## config.mk

```make
export PLATFORM = sky130hd
export DESIGN_NAME = gcd_sqrt_cell
export DESIGN_NICKNAME = d
export VERILOG_FILES = /design/src/hdl/gcd_pkg.sv /design/src/hdl/gcd_sqrt_cell.sv
export SDC_FILE = /design/constraint.sdc
export NUM_CORES = 1
export LEC_CHECK = 0
export ABC_AREA = 1
export BUFFER_PORTS_ARGS = -buffer_cell sky130_fd_sc_hd__buf_4
export CAP_MARGIN = 10
export CORE_MARGIN = 1.5
export CORE_UTILIZATION = 45
export CTS_CLUSTER_SIZE = 16
export DETAILED_ROUTE_END_ITERATION = 6
export GPL_TIMING_DRIVEN = 0
export HOLD_SLACK_MARGIN = 0.12
export MAX_ROUTING_LAYER = met4
export PLACE_DENSITY = 0.79
export SKIP_LAST_GASP = 1
export SLEW_MARGIN = 20
export SYNTH_ARGS = -nofsm -noshare
export SYNTH_HDL_FRONTEND = slang
export SYNTH_SLANG_ARGS = --single-unit
export TNS_END_PERCENT = 5
```

## constraint.sdc

```tcl
create_clock -name clk_i -period 2.1 [get_ports clk_i]
set_input_delay 0.42 -clock clk_i [delete_from_list [all_inputs] [get_ports clk_i]]
set_output_delay 0.42 -clock clk_i [all_outputs]
set_load 0.005 [all_outputs]
```

## src/hdl/gcd_pkg.sv

```systemverilog
// ----------------------------------------------------------------------------
// gcd_pkg: shared constants for the great-circle distance pipeline
// Fixed-point formats, angle reduction constants, CORDIC table and latency.
// ----------------------------------------------------------------------------
package gcd_pkg;

  localparam int ANGLE_FRAC_BITS_DEF = 16;
  localparam int CORDIC_STAGES_DEF   = 20;

  // Field widths.
  localparam int RADIUS_W = 13;
  localparam int DIST_W   = 23;

  // Angle magnitude in degrees Q.16 before and after folding.
  localparam int MAG_W = 25;
  localparam int DEG_W = 24;

  // CORDIC x/y datapath (signed Q.30 with headroom) and clamped unit values.
  localparam int TRIG_W = 34;
  localparam int UNIT_W = 31;

  // Square root chain: one root bit per cell.
  localparam int SQRT_STEPS = 31;
  localparam int ROOT_W     = 31;
  localparam int REM_W      = 61;

  localparam logic [MAG_W-1:0] DEG_FULL    = 25'd23592960;
  localparam logic [MAG_W-1:0] DEG_HALF    = 25'd11796480;
  localparam logic [MAG_W-1:0] DEG_QUARTER = 25'd5898240;

  // pi/4 in Q.32 split as 45 * PI4_DIV45 + PI4_REM45, so the division by 45
  // only acts on the small remainder product.
  localparam logic [26:0] PI4_DIV45     = 27'd74961320;
  localparam logic [4:0]  PI4_REM45     = 5'd26;
  localparam logic [29:0] RECIP45       = 30'd763549742;
  localparam int          RECIP45_SHIFT = 35;
  localparam int          RAD_SHIFT     = 48;

  localparam logic [TRIG_W-1:0] CORDIC_GAIN = 34'h026DD3B6A;
  localparam logic [UNIT_W-1:0] ONE_Q30     = 31'h40000000;
  localparam int                Q30_FRAC    = 30;

  localparam logic [DIST_W-1:0] DIST_MAX   = 23'h7FFFFF;
  localparam int                DIST_SHIFT = 9;

  localparam logic [31:0] ATAN_Q30 [32] = '{
    32'h3243F6A8, 32'h1DAC6705, 32'h0FADBAFC, 32'h07F56EA6, 32'h03FEAB76,
    32'h01FFD55B, 32'h00FFFAAA, 32'h007FFF55, 32'h003FFFEA, 32'h001FFFFD,
    32'h000FFFFF, 32'h0007FFFF, 32'h0003FFFF, 32'h0001FFFF, 32'h0000FFFF,
    32'h00007FFF, 32'h00003FFF, 32'h00001FFF, 32'h00000FFF, 32'h000007FF,
    32'h000003FF, 32'h000001FF, 32'h000000FF, 32'h0000007F, 32'h0000003F,
    32'h0000001F, 32'h0000000F, 32'h00000008, 32'h00000004, 32'h00000002,
    32'h00000001, 32'h00000000
  };

  // Elementary angle atan(2^-idx) with frac fraction bits.
  function automatic logic [31:0] atan_angle(input int idx, input int frac);
    return ATAN_Q30[idx[4:0]] >> (Q30_FRAC - frac);
  endfunction

  // Register stages from an accepted beat to its result strobe.
  function automatic int latency(input int stages);
    return 44 + 2 * stages;
  endfunction

endpackage

```

## src/hdl/gcd_sqrt_cell.sv

```systemverilog
// ----------------------------------------------------------------------------
// gcd_sqrt_cell: one bit of a restoring integer square root
// Decides root bit BIT from the running remainder and passes both on.
// ----------------------------------------------------------------------------
module gcd_sqrt_cell #(
  parameter int BIT = 0
) (
  input  logic                        clk_i,
  input  logic [gcd_pkg::REM_W-1:0]   rem_i,
  input  logic [gcd_pkg::ROOT_W-1:0]  root_i,
  output logic [gcd_pkg::REM_W-1:0]   rem_o,
  output logic [gcd_pkg::ROOT_W-1:0]  root_o
);

  localparam int RW = gcd_pkg::REM_W;
  localparam int QW = gcd_pkg::ROOT_W;
  localparam int TW = RW + 2;

  logic [TW-1:0] trial;
  logic          fits;
  logic [RW-1:0] rem_d, rem_q;
  logic [QW-1:0] root_d, root_q;

  // (r + 2^b)^2 - r^2 = r * 2^(b+1) + 2^(2b)
  assign trial  = (TW'(root_i) << (BIT + 1)) + (TW'(1) << (2 * BIT));
  assign fits   = TW'(rem_i) >= trial;
  assign rem_d  = fits ? rem_i - RW'(trial) : rem_i;
  assign root_d = fits ? (root_i | (QW'(1) << BIT)) : root_i;

  always_ff @(posedge clk_i) begin
    rem_q  <= rem_d;
    root_q <= root_d;
  end

  assign rem_o  = rem_q;
  assign root_o = root_q;

endmodule

```

==> impl_results.md <==
* Fraction of registers with async set or reset after synthesis at 0
* Min Hold Slack at between 0.15 and 0.2 ns
* Fin nets at roughly 1,400
* Worst path cell trace: buf_4 -> ha_1 -> nand2_1 -> inv_2 -> nand2_2 -> nor3_4 -> nand2_2 -> nand2_2 -> nand2_2 -> nand2_2 -> nand2_1 -> nand2_2 -> inv_2 -> buf_8 -> buf_12 -> a21oi_2
* Post-synthesis sequential area ratio at 0.280
* Tcrit/Tclk final at 0.987
* Antenna violations before repair at 0
* Pwr dens at about 620 nW/um^2
* I/O pins at about 190
* Final Slew Violations at 0
* Peak VDD IR at 442 uV
* Nature of the critical path startpoint: input port
* Main synth FF type: dfxtp_1
* Slowest Stage Delay on Critical Path at 0.34 ns
* Slew @ Worst Pin at between 0.4 and 0.5 ns
* Critical path class: in2reg
* EDFF count, synth at 0
* Clock Root Buffer: clkbuf_16
* Placed cells at 1,481
* Vias per inst at between 4 and 5
* Post-route ant nets at 0
* Area Overhead vs Synth at 33.9%
* GRT Total Usage at 0.288
* Warnings, synthesis at 0
* CP Capture Type: register
* TritonCTS Sinks at between 90 and 100
* CTS H-tree depth at 3
* GR Overflow Total at 0
* Synth Instances at 1,113
* Leak Pwr at around 4.8 nW
* Die Height at 124 um
* Detail Placement HPWL at around 18 mm
* Synth Register Bits at 92
* Final hold violations at 0
* Post-Syn Area per Cell at 5.91 um^2
* HP Start: root_i[14]
* Max Fanout on Critical Path at 10
* Status: completed
* Worst-path clk slew at 0.06 ns
* Max-Cap Viols at 0
* DRT iter0 DRCs at 497
* Largest net degree at the start of global routing at 15
* I/O Buffers at 184
* Diodes inserted at 0
* CP required at roughly 2.4 ns
* Finished Layout Cells at 1,499
* Max Root-Sink Buffers at 2
* Final WL at between 20 and 25 mm
* Die Wd at 124 um
* Hold EP: root_o[14]
* Hold Path Class: in2reg
* Final min period at around 2.1 ns
* CP Depth at 16
* Syn Std Cell Area at around 6600 um^2
* DR vias at around 7,200
* Cells on Worst Hold Path at 1
* Routability cong. at 0.981
* CP Launch Point: rem_i[12]
* Pre-antenna DRT Iters at 5
* Fmax at approximately 0.48 GHz
* Vias in the first global route at roughly 6,600
* Global-route wire length before repair at between 30 and 40 mm
* Slew HR at 0.692
* Core area at 14,400 um^2
* CP dominant cell by count: nand2_2
* Final setup fails at 0
* Die area at 15,400 um^2
* TritonCTS clock tree: done
* Share of cells above drive strength 1 at 0.237
* Hold_buf cts at 0
* Worst path slowest cell: ha_1
* Mapped Nets at 1,239
* Number of remaining DRC errors at 0
* CP delay by family, top: simple AND/OR/NAND/NOR gates
* Cell variety after synth at 31
* Post-route core utilization at 0.611
* RSZ-0062 raised after global routing: yes
* Drt wl/cell at 14.5 um
* Clock buffer count from CTS at 9
* Worst EP arrival at 2.35 ns
* Row cnt at 44
* WP buf/inv at 5
* Initial core utilization at 0.456
-- power breakdown --
| group | switching, mW | leakage (nW) | internal (mW) |
|---|---|---|---|
| clock | 0.681 | 0.162 | 1.19 |
| combinational | 0.907 | 3.85 | 0.724 |
| sequential | 0.0525 | 0.776 | 1.95 |
-- worst max path at each step --
stage / to / slack (ns)
floorplan: rem_o[20] / 0.07
global placement: rem_o[34] / -0.46
detailed placement: rem_o[34] / -0.46
CTS: rem_o[37] / -0.03
global route: rem_o[18] / -0.05
finish: rem_o[46] / 0.03
-- synth_stat cells, drive strengths merged (8+ instances only) --
master    n  share of area
nand4    10         0.0095
nand2   466           0.27
nand3b   11          0.013
dfxtp    92           0.28
ha       32          0.061
xor2     28          0.037
nand3    51          0.040
nor2    119          0.074
a21oi    47          0.047
o21ai     8         0.0067
inv     217           0.12
nor3     13          0.011
buf      10          0.015
-- per-stage QoR --
stage | power (mW) | area, um^2 | setup TNS [ns] | setup WS, ns
2_1_floorplan | 2.84 | 6580 | 0 | 0.0714
3_3_place_gp | 3.55 | 8190 | -22.01 | -0.460
3_5_place_dp | 3.57 | 8190 | -23.30 | -0.460
4_1_cts | 5.45 | 8550 | -0.268 | -0.0264
5_1_grt | 5.79 | 8820 | -0.854 | -0.0457
6_report | 5.50 | 8820 | 0 | 0.0273
-- final cells by class --
type                       instances  area (um^2)
clock inverter                     4         97.6
sequential                        92         1840
multi-input combinational        794         4060
timing repair buffer             187         1400
tap                              184          230
buffer                            10          124
inverter                         217          815
clock buffer                      11          243
fill                            1398         5610
-- cells by family (layout without fill, tap and decap cells) --
logic type | Yosys count | count (layout) | share of synthesized area
AOI/OAI and AO/OA | 57 | 57 | 0.0555
xor gates and xnor gates | 29 | 29 | 0.0386
adders and majority gates | 33 | 33 | 0.0639
and+or+nand+nor | 675 | 675 | 0.424
buffers and inverters | 227 | 429 | 0.138
DFF | 92 | 92 | 0.280
-- state kept, by name, summed over array words and instances, names as in the netlist --
| name | count |
|---|---|
| rem_o | 61 |
| root_o | 31 |
-- layer usage --
layer / vias to the layer above / routed length [um] / part of all wire / GRT usage
met2: 245 / 10200 / 0.47 / 0.479
met5: - / 0 / 0 / -
li1: 3728 / - / - / -
met1: 3216 / 9570 / 0.44 / 0.352
met3: 43 / 1380 / 0.063 / 0.0508
met4: 0 / 648 / 0.030 / 0.0994
-- placed cells by master (no fill, tap or decap), drive strengths merged --
cell,synthesis,layout
buf,10,196
nand3b,11,11
nand2,466,466
dfxtp,92,92
a21oi,47,47
inv,217,217
bufinv,0,3
o21bai,2,2
xor2,28,28
nor3,13,13
clkinvlp,0,1
fa,1,1
o21ai,8,8
and2,1,1
nor4,2,2
clkbuf,0,12
xnor2,1,1
ha,32,32
nor3b,2,2
nand4,10,10
nor2,119,119
nand3,51,51
-- what timing repair did --
| action | in CTS | in global routing |
|---|---|---|
| setup endpoints to repair | 46 | 62 |
| cloned | 0 | 0 |
| pin swaps | 0 | 3 |
| setup buffers | 0 | 3 |
| resized for setup | 5 | 51 |
Note: power is estimated with default switching activity, not from simulation.
