### config.mk
export PLATFORM = sky130hd
export DESIGN_NAME = gcd_cordic_cell
export DESIGN_NICKNAME = d
export VERILOG_FILES = /design/src/hdl/gcd_pkg.sv /design/src/hdl/gcd_cordic_cell.sv
export SDC_FILE = /design/constraint.sdc
export NUM_CORES = 1
export LEC_CHECK = 0
export CAP_MARGIN = 20
export CORE_UTILIZATION = 40
export CTS_CLUSTER_SIZE = 24
export DETAILED_ROUTE_END_ITERATION = 10
export DONT_BUFFER_PORTS = 1
export MAX_ROUTING_LAYER = met4
export PLACE_DENSITY = 0.6
export SYNTH_ARGS = -nofsm -noshare
export SYNTH_HDL_FRONTEND = slang
export SYNTH_SLANG_ARGS = --single-unit
### constraint.sdc
create_clock -name clk_i -period 4.24 [get_ports clk_i]
set_input_delay 1.06 -clock clk_i [delete_from_list [all_inputs] [get_ports clk_i]]
set_output_delay 1.06 -clock clk_i [all_outputs]
set_load 0.01 [all_outputs]
### src/hdl/gcd_pkg.sv
// ----------------------------------------------------------------------------
// gcd_pkg: shared constants for the great-circle distance pipeline
// Fixed-point formats, angle reduction constants, CORDIC table and latency.
// ----------------------------------------------------------------------------
package gcd_pkg;

  localparam int ANGLE_FRAC_BITS_DEF = 16;
  localparam int CORDIC_STAGES_DEF   = 20;

  // Field widths.
  localparam int RADIUS_W = 13;
  localparam int DIST_W   = 23;

  // Angle magnitude in degrees Q.16 before and after folding.
  localparam int MAG_W = 25;
  localparam int DEG_W = 24;

  // CORDIC x/y datapath (signed Q.30 with headroom) and clamped unit values.
  localparam int TRIG_W = 34;
  localparam int UNIT_W = 31;

  // Square root chain: one root bit per cell.
  localparam int SQRT_STEPS = 31;
  localparam int ROOT_W     = 31;
  localparam int REM_W      = 61;

  localparam logic [MAG_W-1:0] DEG_FULL    = 25'd23592960;
  localparam logic [MAG_W-1:0] DEG_HALF    = 25'd11796480;
  localparam logic [MAG_W-1:0] DEG_QUARTER = 25'd5898240;

  // pi/4 in Q.32 split as 45 * PI4_DIV45 + PI4_REM45, so the division by 45
  // only acts on the small remainder product.
  localparam logic [26:0] PI4_DIV45     = 27'd74961320;
  localparam logic [4:0]  PI4_REM45     = 5'd26;
  localparam logic [29:0] RECIP45       = 30'd763549742;
  localparam int          RECIP45_SHIFT = 35;
  localparam int          RAD_SHIFT     = 48;

  localparam logic [TRIG_W-1:0] CORDIC_GAIN = 34'h026DD3B6A;
  localparam logic [UNIT_W-1:0] ONE_Q30     = 31'h40000000;
  localparam int                Q30_FRAC    = 30;

  localparam logic [DIST_W-1:0] DIST_MAX   = 23'h7FFFFF;
  localparam int                DIST_SHIFT = 9;

  localparam logic [31:0] ATAN_Q30 [32] = '{
    32'h3243F6A8, 32'h1DAC6705, 32'h0FADBAFC, 32'h07F56EA6, 32'h03FEAB76,
    32'h01FFD55B, 32'h00FFFAAA, 32'h007FFF55, 32'h003FFFEA, 32'h001FFFFD,
    32'h000FFFFF, 32'h0007FFFF, 32'h0003FFFF, 32'h0001FFFF, 32'h0000FFFF,
    32'h00007FFF, 32'h00003FFF, 32'h00001FFF, 32'h00000FFF, 32'h000007FF,
    32'h000003FF, 32'h000001FF, 32'h000000FF, 32'h0000007F, 32'h0000003F,
    32'h0000001F, 32'h0000000F, 32'h00000008, 32'h00000004, 32'h00000002,
    32'h00000001, 32'h00000000
  };

  // Elementary angle atan(2^-idx) with frac fraction bits.
  function automatic logic [31:0] atan_angle(input int idx, input int frac);
    return ATAN_Q30[idx[4:0]] >> (Q30_FRAC - frac);
  endfunction

  // Register stages from an accepted beat to its result strobe.
  function automatic int latency(input int stages);
    return 44 + 2 * stages;
  endfunction

endpackage

### src/hdl/gcd_cordic_cell.sv
// ----------------------------------------------------------------------------
// gcd_cordic_cell: one registered CORDIC micro-rotation
// Rotation mode steers on the sign of z, vectoring mode on the sign of y.
// ----------------------------------------------------------------------------
module gcd_cordic_cell #(
  parameter int ANGLE_FRAC_BITS = gcd_pkg::ANGLE_FRAC_BITS_DEF,
  parameter int STAGE           = 0,
  parameter bit VECTORING       = 1'b0
) (
  input  logic                               clk_i,
  input  logic signed [gcd_pkg::TRIG_W-1:0]  x_i,
  input  logic signed [gcd_pkg::TRIG_W-1:0]  y_i,
  input  logic signed [ANGLE_FRAC_BITS+3:0]  z_i,
  output logic signed [gcd_pkg::TRIG_W-1:0]  x_o,
  output logic signed [gcd_pkg::TRIG_W-1:0]  y_o,
  output logic signed [ANGLE_FRAC_BITS+3:0]  z_o
);

  localparam int XW = gcd_pkg::TRIG_W;
  localparam int ZW = ANGLE_FRAC_BITS + 4;
  localparam logic signed [ZW-1:0] ANGLE = ZW'(gcd_pkg::atan_angle(STAGE, ANGLE_FRAC_BITS));

  logic signed [XW-1:0] dx, dy, x_d, y_d, x_q, y_q;
  logic signed [ZW-1:0] z_d, z_q;
  logic                 up;

  // Arithmetic shifts round toward minus infinity.
  assign dx = y_i >>> STAGE;
  assign dy = x_i >>> STAGE;
  assign up = VECTORING ? !y_i[XW-1] : z_i[ZW-1];

  always_comb begin
    if (up) begin
      x_d = x_i + dx;
      y_d = y_i - dy;
      z_d = z_i + ANGLE;
    end else begin
      x_d = x_i - dx;
      y_d = y_i + dy;
      z_d = z_i - ANGLE;
    end
  end

  always_ff @(posedge clk_i) begin
    x_q <= x_d;
    y_q <= y_d;
    z_q <= z_d;
  end

  assign x_o = x_q;
  assign y_o = y_q;
  assign z_o = z_q;

endmodule

==> results by group, run 1 <==
Hold path
  • Hold-critical path depth: 1
  • Hold endpoint: z_o[0]
  • Hold_sp: z_i[0]
  • Tightest Hold Check Type: in -> reg

Drt
  • Vias: between 8k and 9k
  • DRC violations left: 0
  • Post-DRT Antenna Nets: 0
  • Routed WL per cell: 19.1 um
  • DRT Pass-1 Iters: 5
  • Detailed Route WL: 26.3 mm
  • Iteration-0 DRC Markers: 597
  • Vias per cell: 5.86

Timing
  • Final Hold Vio Count: 0
  • Setup TNS: 0 ns
  • FMAX: between 0.2 and 0.3 GHz
  • Minimum clock period: 3.66 ns
  • Period utilisation layout: 0.862
  • Final setup viols: 0
  • WHS: 0.801 ns
  • RSZ-0062 raised after global routing: false
  • Slew Viols, Final: 0
  • Max_slew headroom: 0.525
  • Worst slew pin tran: 0.694 ns

Worst setup path
  • Critical path, cell by cell: inv_1, ha_1, fa_1, nor2b_1, o21ai_1, nand4_1, a31oi_1, or3_1, a311oi_1, nand2b_1, a211oi_1, xnor2_1
  • Crit path kind: in -> reg
  • Max stage delay on crit path: ~0.52 ns
  • Origin of the worst setup path: x_i[0]
  • Max FO, Critical Path: 3
  • Critical Path RT: 4.52 ns
  • Startpoint types: input port
  • CP max-delay cell: a311oi_1
  • Worst Setup End Kind: register
  • Crit path arrival time: 3.94 ns

CTS
  • CTS root buf: clkbuf_16
  • CTS tree: built
  • Clock Path Buffers: 2
  • Sink Count: 87
  • Num CTS Buffers: 9
  • # Post-CTS Setup Buffers: 0
  • Clock Pin Slew Worst Setup and Hold Paths: 0.07 ns
  • Hold_buf cts: 0
  • Htree depth: 3
  • Post-CTS Resized: 0

Power and ir drop
  • Sequential power share: 0.385
  • Clock share of power: 0.269
  • Switching Share: 0.385
  • LEAKAGE: 4.01 nW
  • Maximum vdd drop: around 150 uV
  • Sw power: between 1 and 1.5 mW
  • Comb power frac: 0.346
  • PwrDens: 342 nW/um^2
  • Int Pwr: 1.92 mW

Synth
  • Top_reg_cell synth: dfxtp_1
  • Post-Synthesis Cell Area: 8540 sq um
  • Syn Nets: around 1.3k
  • Syn_area_per_cell: between 7 and 8 sq um
  • #FFs+latches synth: 87
  • Sequential element share of the synthesized area: 0.204
  • Post-synth EDFFs: 0
  • Synth warnings: 0
  • Cell count after synthesis: approximately 1.1k
  • Synth unique cells: 76
  • Fraction of registers with async set/reset: 0

Place
  • Post-DP Area: between 8000 and 9000 sq um
  • Routability cong.: 0.953
  • DP Cell Count: 1361
  • DP Wirelength: 21.0 mm
  • IO buf count: 0

GRT
  • Largest net degree at the start of global routing: 85
  • Gr ovfl total: 0
  • Initial antenna violation count: 0
  • Vias in the first global route: approximately 7.6k
  • Total GRT Usage: 0.245
  • Global-route wire length before repair: ~40 mm

Layout
  • Final Cell Area: approximately 9100 sq um
  • Fill count: 2213
  • Finished Layout Cells: ~1.4k
  • Area grow syn2layout: 6.77%
  • Ant. Diodes: 0
  • Layout Nets: 1308
  • Reg area: 1740 sq um
  • Multi-input logic area: around 6200 sq um
  • Share of layout cells above drive strength 1: 0.0554

Die
  • DIE AREA: between 20000 and 25000 sq um
  • Starting density of the core: 0.408
  • Die height: 148 um
  • IO Pins: 177
  • # rows: 53
  • Core area: 21000 sq um
  • Die X: 148 um

Outcome
  • Status: completed

Run
  • Max cap viols: 0
## per-layer routing
layer | share of wire | GRT usage | vias to the layer above
li1 | - | - | 3924
met1 | 0.46 | 0.329 | 3784
met2 | 0.45 | 0.377 | 330
met3 | 0.069 | 0.0356 | 35
met4 | 0.022 | 0.0773 | 0
met5 | 0 | - | -
## flip-flops by register name, summed over array words and instances (netlist names)
signal	cells
x_o	33
z_o	20
y_o	34
## cell families (layout without fill, tap and decap cells)
logic type / count (synthesis) / count (layout) / synth area share
buf+inv: 161 / 148 / 0.0740
flops: 87 / 87 / 0.204
simple gates: 285 / 285 / 0.161
compound gates: 368 / 368 / 0.282
mux: 14 / 14 / 0.0167
fa+ha+maj: 122 / 122 / 0.182
xor+xnor: 78 / 78 / 0.0800
## power by group through the flow
stage          logic [mW]  clock network [mW]  registers (mW)
6_report             1.08               0.838            1.20
5_1_grt              1.19               0.900            1.22
4_1_cts              1.07               0.863            1.20
3_5_place_dp         1.06                   0            1.22
3_3_place_gp         1.06                   0            1.22
2_1_floorplan       0.815                   0            1.18
## placed cells by master, fill, tap and decap left out, types with 14 or more instances in the layout
cell type,synthesis,routed
nand3_1,22,22
nand2_1,55,55
inv_1,113,112
o21bai_1,18,18
a31oi_1,14,14
nand4_1,15,15
a211oi_1,17,17
dfxtp_1,87,87
nor2_1,94,94
a21o_1,22,22
ha_1,118,118
a21oi_1,117,117
nand2b_1,14,14
nor3_1,25,25
o21ai_0,73,73
buf_4,4,17
xnor2_1,70,70
nor4_1,14,14
## per-stage QoR
step / utilization / setup WS [ns] / power [mW]
2_1_floorplan: - / 0.0776 / 2.00
3_3_place_gp: 0.420 / 0.379 / 2.28
3_5_place_dp: 0.420 / 0.299 / 2.28
4_1_cts: 0.435 / 0.666 / 3.13
5_1_grt: 0.435 / 0.364 / 3.31
6_report: 0.435 / 0.584 / 3.12
## worst max path at each step
stage                          to  slack, ns  depth (start not counted)
after floorplan           z_o[18]       0.08                         12
after global placement    x_o[30]       0.38                         12
after detailed placement  x_o[30]       0.30                         12
after CTS                 x_o[30]       0.67                         12
after global routing      x_o[30]       0.36                         10
final                     x_o[30]       0.58                         12
## synth_stat cells (5+ instances only)
library cell    n  area [sq um]
dfxtp_1        87          1740
or2_2           6          37.5
a31oi_1        14          87.6
xnor2_1        70           613
clkbuf_1       25          93.8
o21bai_1       18           135
nand2b_1       14          87.6
nor3_1         25           125
a211oi_1       17           128
a211o_1         5          43.8
a21o_1         22           165
nand4_1        15          93.8
nand3_1        22           110
nand2_1        55           206
or3_1           6          37.5
o21ai_0        73           365
a21oi_1       117           586
mux2i_1        12           120
inv_1         113           424
ha_1          118          1480
o22ai_1         5          31.3
a22oi_1         5          37.5
and2_1          5          31.3
buf_1           7          26.3
a221oi_1        6          52.6
nor2b_1        10          62.6
o21a_1         12          90.1
buf_2          10          50.1
xor2_1          8          70.1
and3_1          8          50.1
nor4_1         14          87.6
o21ai_1         6          30.0
o31ai_1         8          60.1
nor2_1         94           353
o211ai_1       10          75.1
## worst max-delay path: cells and delay by family
| family | cells | cell delay (ns) |
|---|---|---|
| AO/OA/AOI/OAI | 4 | 1.15 |
| buffers and inverters | 1 | 0.02 |
| adder cells (fa/ha/maj) | 2 | 0.60 |
| XOR/XNOR | 1 | 0.16 |
| AND/OR/NAND/NOR | 4 | 0.96 |
## area by class of cell
| type | count | area share |
|---|---|---|
| repair buffers | 17 | 0.0140 |
| flip-flops and latches | 87 | 0.191 |
| clock buffers | 10 | 0.0262 |
| multi-input cells | 867 | 0.676 |
| inverters | 115 | 0.0473 |
| well taps | 275 | 0.0377 |
| clock inverters | 6 | 0.00741 |
No activity file was read; power rests on OpenSTA's default activity.
==> inputs of run 2 (changes only) <==
==> constraint.sdc (replaced) <==
create_clock -name clk_i -period 4.24 [get_ports clk_i]
set_input_delay 0.212 -clock clk_i [delete_from_list [all_inputs] [get_ports clk_i]]
set_output_delay 0.212 -clock clk_i [all_outputs]
set_load 0.01 [all_outputs]
==> run 2 against run 1 <==
- via count down 0.95%
- wire length increased by 1.0%
- die area did not move
- fmax grew 26%
- sequential cell count did not move
- utilization decreased by 0.52 points
- sequential power about the same
- cell area shrank 1.2%
- clock power decreased by 6.0%
- clock-buffer cell count unchanged
==> results by group, run 2 (synthesis results as in run 1) <==
Drt
  • Routed WL per cell: 19.4 um (+1.9%)
  • Iteration-0 DRC Markers: 625 (+4.7%)
  • Detailed Route WL: 26.5 mm (+1.0%)
  • DRT Pass-1 Iters: 5 (unchanged)
  • DRC violations left: 0 (unchanged)
  • Vias per cell: 5.86 (about the same)
  • Vias: 7996 (-0.95%)
  • Post-DRT Antenna Nets: 0 (unchanged)

Timing
  • RSZ-0062 raised after global routing: false
  • Final Hold Vio Count: 0 (unchanged)
  • Max_slew headroom: 0.474 (-0.0512)
  • Minimum clock period: 2.91 ns (-0.744 ns)
  • FMAX: 0.343 GHz (+26%)
  • Slew Viols, Final: 0 (unchanged)
  • Worst slew pin tran: 0.784 ns (+0.0900 ns)
  • Period utilisation layout: 0.687 (-0.175)
  • Final setup viols: 0 (unchanged)
  • Setup TNS: 0 ns (unchanged)

CTS
  • Clock Path Buffers: 2 (unchanged)
  • CTS root buf: clkbuf_16
  • CTS tree: built
  • Sink Count: 87 (unchanged)
  • Hold_buf cts: 2 (+2)
  • Post-CTS Resized: 0 (unchanged)
  • Htree depth: 3 (unchanged)
  • # Post-CTS Setup Buffers: 0 (unchanged)
  • Num CTS Buffers: 9 (unchanged)
  • Clock Pin Slew Worst Setup and Hold Paths: 0.07 ns (about the same)

Layout
  • Multi-input logic area: 6170 sq um (unchanged)
  • Reg area: 1740 sq um (unchanged)
  • Area grow syn2layout: 5.49%
  • Most frequent cells in the layout: ha_1, a21oi_1, inv_1, nor2_1, dfxtp_1
  • Share of layout cells above drive strength 1: 0.0431 (-0.0122)
  • Finished Layout Cells: 1365 (-0.87%)
  • Fill count: 2225 (+0.54%)
  • Max FFs per register: 34 (unchanged)
  • Fin util: 0.430 (-0.00520)
  • Final Cell Area: 9010 sq um (-1.2%)
  • Layout Nets: 1296 (-0.92%)
  • Ant. Diodes: 0 (unchanged)
  • Most common cell after layout, fill and taps aside: ha_1

GRT
  • Gr ovfl total: 0 (unchanged)
  • Met3 Resource Use GR: 0.0426 (+0.00706)
  • Met1 Use GR: 0.330 (about the same)
  • Global-route wire length before repair: 41.5 mm (+0.96%)
  • Initial antenna violation count: 0 (unchanged)
  • Largest net degree at the start of global routing: 84 (-1.2%)
  • Total GRT Usage: 0.245 (about the same)
  • Vias in the first global route: 7514 (-0.86%)
  • Met2 global-route usage: 0.379 (+0.00164)
  • Most Crowded Layer GR: met2

Place
  • IO buf count: 0 (unchanged)
  • DP Wirelength: 21.0 mm (+0.14%)
  • Routability cong.: 1.01 (+5.5%)
  • DP Cell Count: 1347 (-1.0%)
  • Post-DP Area: 8710 sq um (-1.2%)

Die
  • IO Pins: 177 (unchanged)
  • Die height: 148 um (unchanged)
  • Die X: 148 um (unchanged)
  • Starting density of the core: 0.408 (unchanged)
  • Core area: 21000 sq um (unchanged)
  • # rows: 53 (unchanged)
  • DIE AREA: 21900 sq um (unchanged)

Worst setup path
  • Startpoint types: input port
  • Origin of the worst setup path: x_i[4]
  • Critical Path RT: 4.46 ns (-0.06 ns)
  • Max FO, Critical Path: 12 (+9)
  • Crit path kind: in -> reg
  • Worst Setup End Kind: register
  • Max stage delay on crit path: 0.49 ns (-0.03 ns)
  • Critical path, cell by cell: inv_1, ha_1, inv_1, a2111o_1, o211ai_2, a2111oi_2, or2_1, a31oi_1, a221o_1, o21ai_1, xnor2_1
  • CP max-delay cell: ha_1
  • Crit-path most repeated cell: inv_1
  • Crit path arrival time: 3.13 ns (-0.81 ns)
  • Crit path capture: x_o[27]

Power and ir drop
  • LEAKAGE: 3.95 nW (-1.6%)
  • PwrDens: 339 nW/um^2 (-0.93%)
  • Final Total Pwr: 3.05 mW (-2.1%)
  • Maximum vdd drop: 150 uV (+1.8%)

Run
  • Max cap viols: 0 (unchanged)

Hold path
  • Tightest Hold Check Type: in -> reg

Outcome
  • Status: completed
## run 2: cell type report
cell class | instances | share of cell area
repair buffers | 5 | 0.00472
well taps | 275 | 0.0382
multi-input cells | 867 | 0.684
flip-flops and latches | 87 | 0.193
inverters | 115 | 0.0479
clock buffers | 10 | 0.0265
clock inverters | 6 | 0.00486
## run 2: through the flow
| step | hold WS, ns | setup slack, ns |
|---|---|---|
| 3_3_place_gp | 0.319 | 1.04 |
| 3_5_place_dp | 0.319 | 1.05 |
| 4_1_cts | 0.0257 | 1.41 |
| 5_1_grt | 0.0481 | 1.24 |
| 6_report | 0.0407 | 1.33 |
| 2_1_floorplan | 0.312 | 0.926 |
## run 2: worst min-delay path by stage
stage,to,slack (ns),start,cells past startpoint
2_1_floorplan,z_o[0],0.31,z_i[0],1
3_3_place_gp,z_o[0],0.32,z_i[0],1
3_5_place_dp,z_o[0],0.32,z_i[0],1
4_1_cts,y_o[0],0.03,y_i[0],2
5_1_grt,y_o[0],0.05,y_i[0],2
6_report,y_o[0],0.04,y_i[0],2
## run 2: metal layers
layer  vias to the layer above  wire [um]
met3                        34       2060
met5                         -          0
met4                         0        479
met2                       360      11800
met1                      3725      12200
li1                       3877          -
## run 2: power breakdown
group	internal, mW	total [mW]	leakage [nW]	switching [mW]
logic	0.413	1.06	3.07	0.652
clock network	0.417	0.788	0.139	0.370
registers	1.02	1.20	0.734	0.185
total	1.85	3.05	3.95	1.21
## run 2: critical path, delay by kind of cell
kind | cells | cell delay [ns]
compound gates | 6 | 1.75
buf+inv | 2 | 0.22
xor+xnor | 1 | 0.16
fa+ha+maj | 1 | 0.49
simple gates | 1 | 0.29
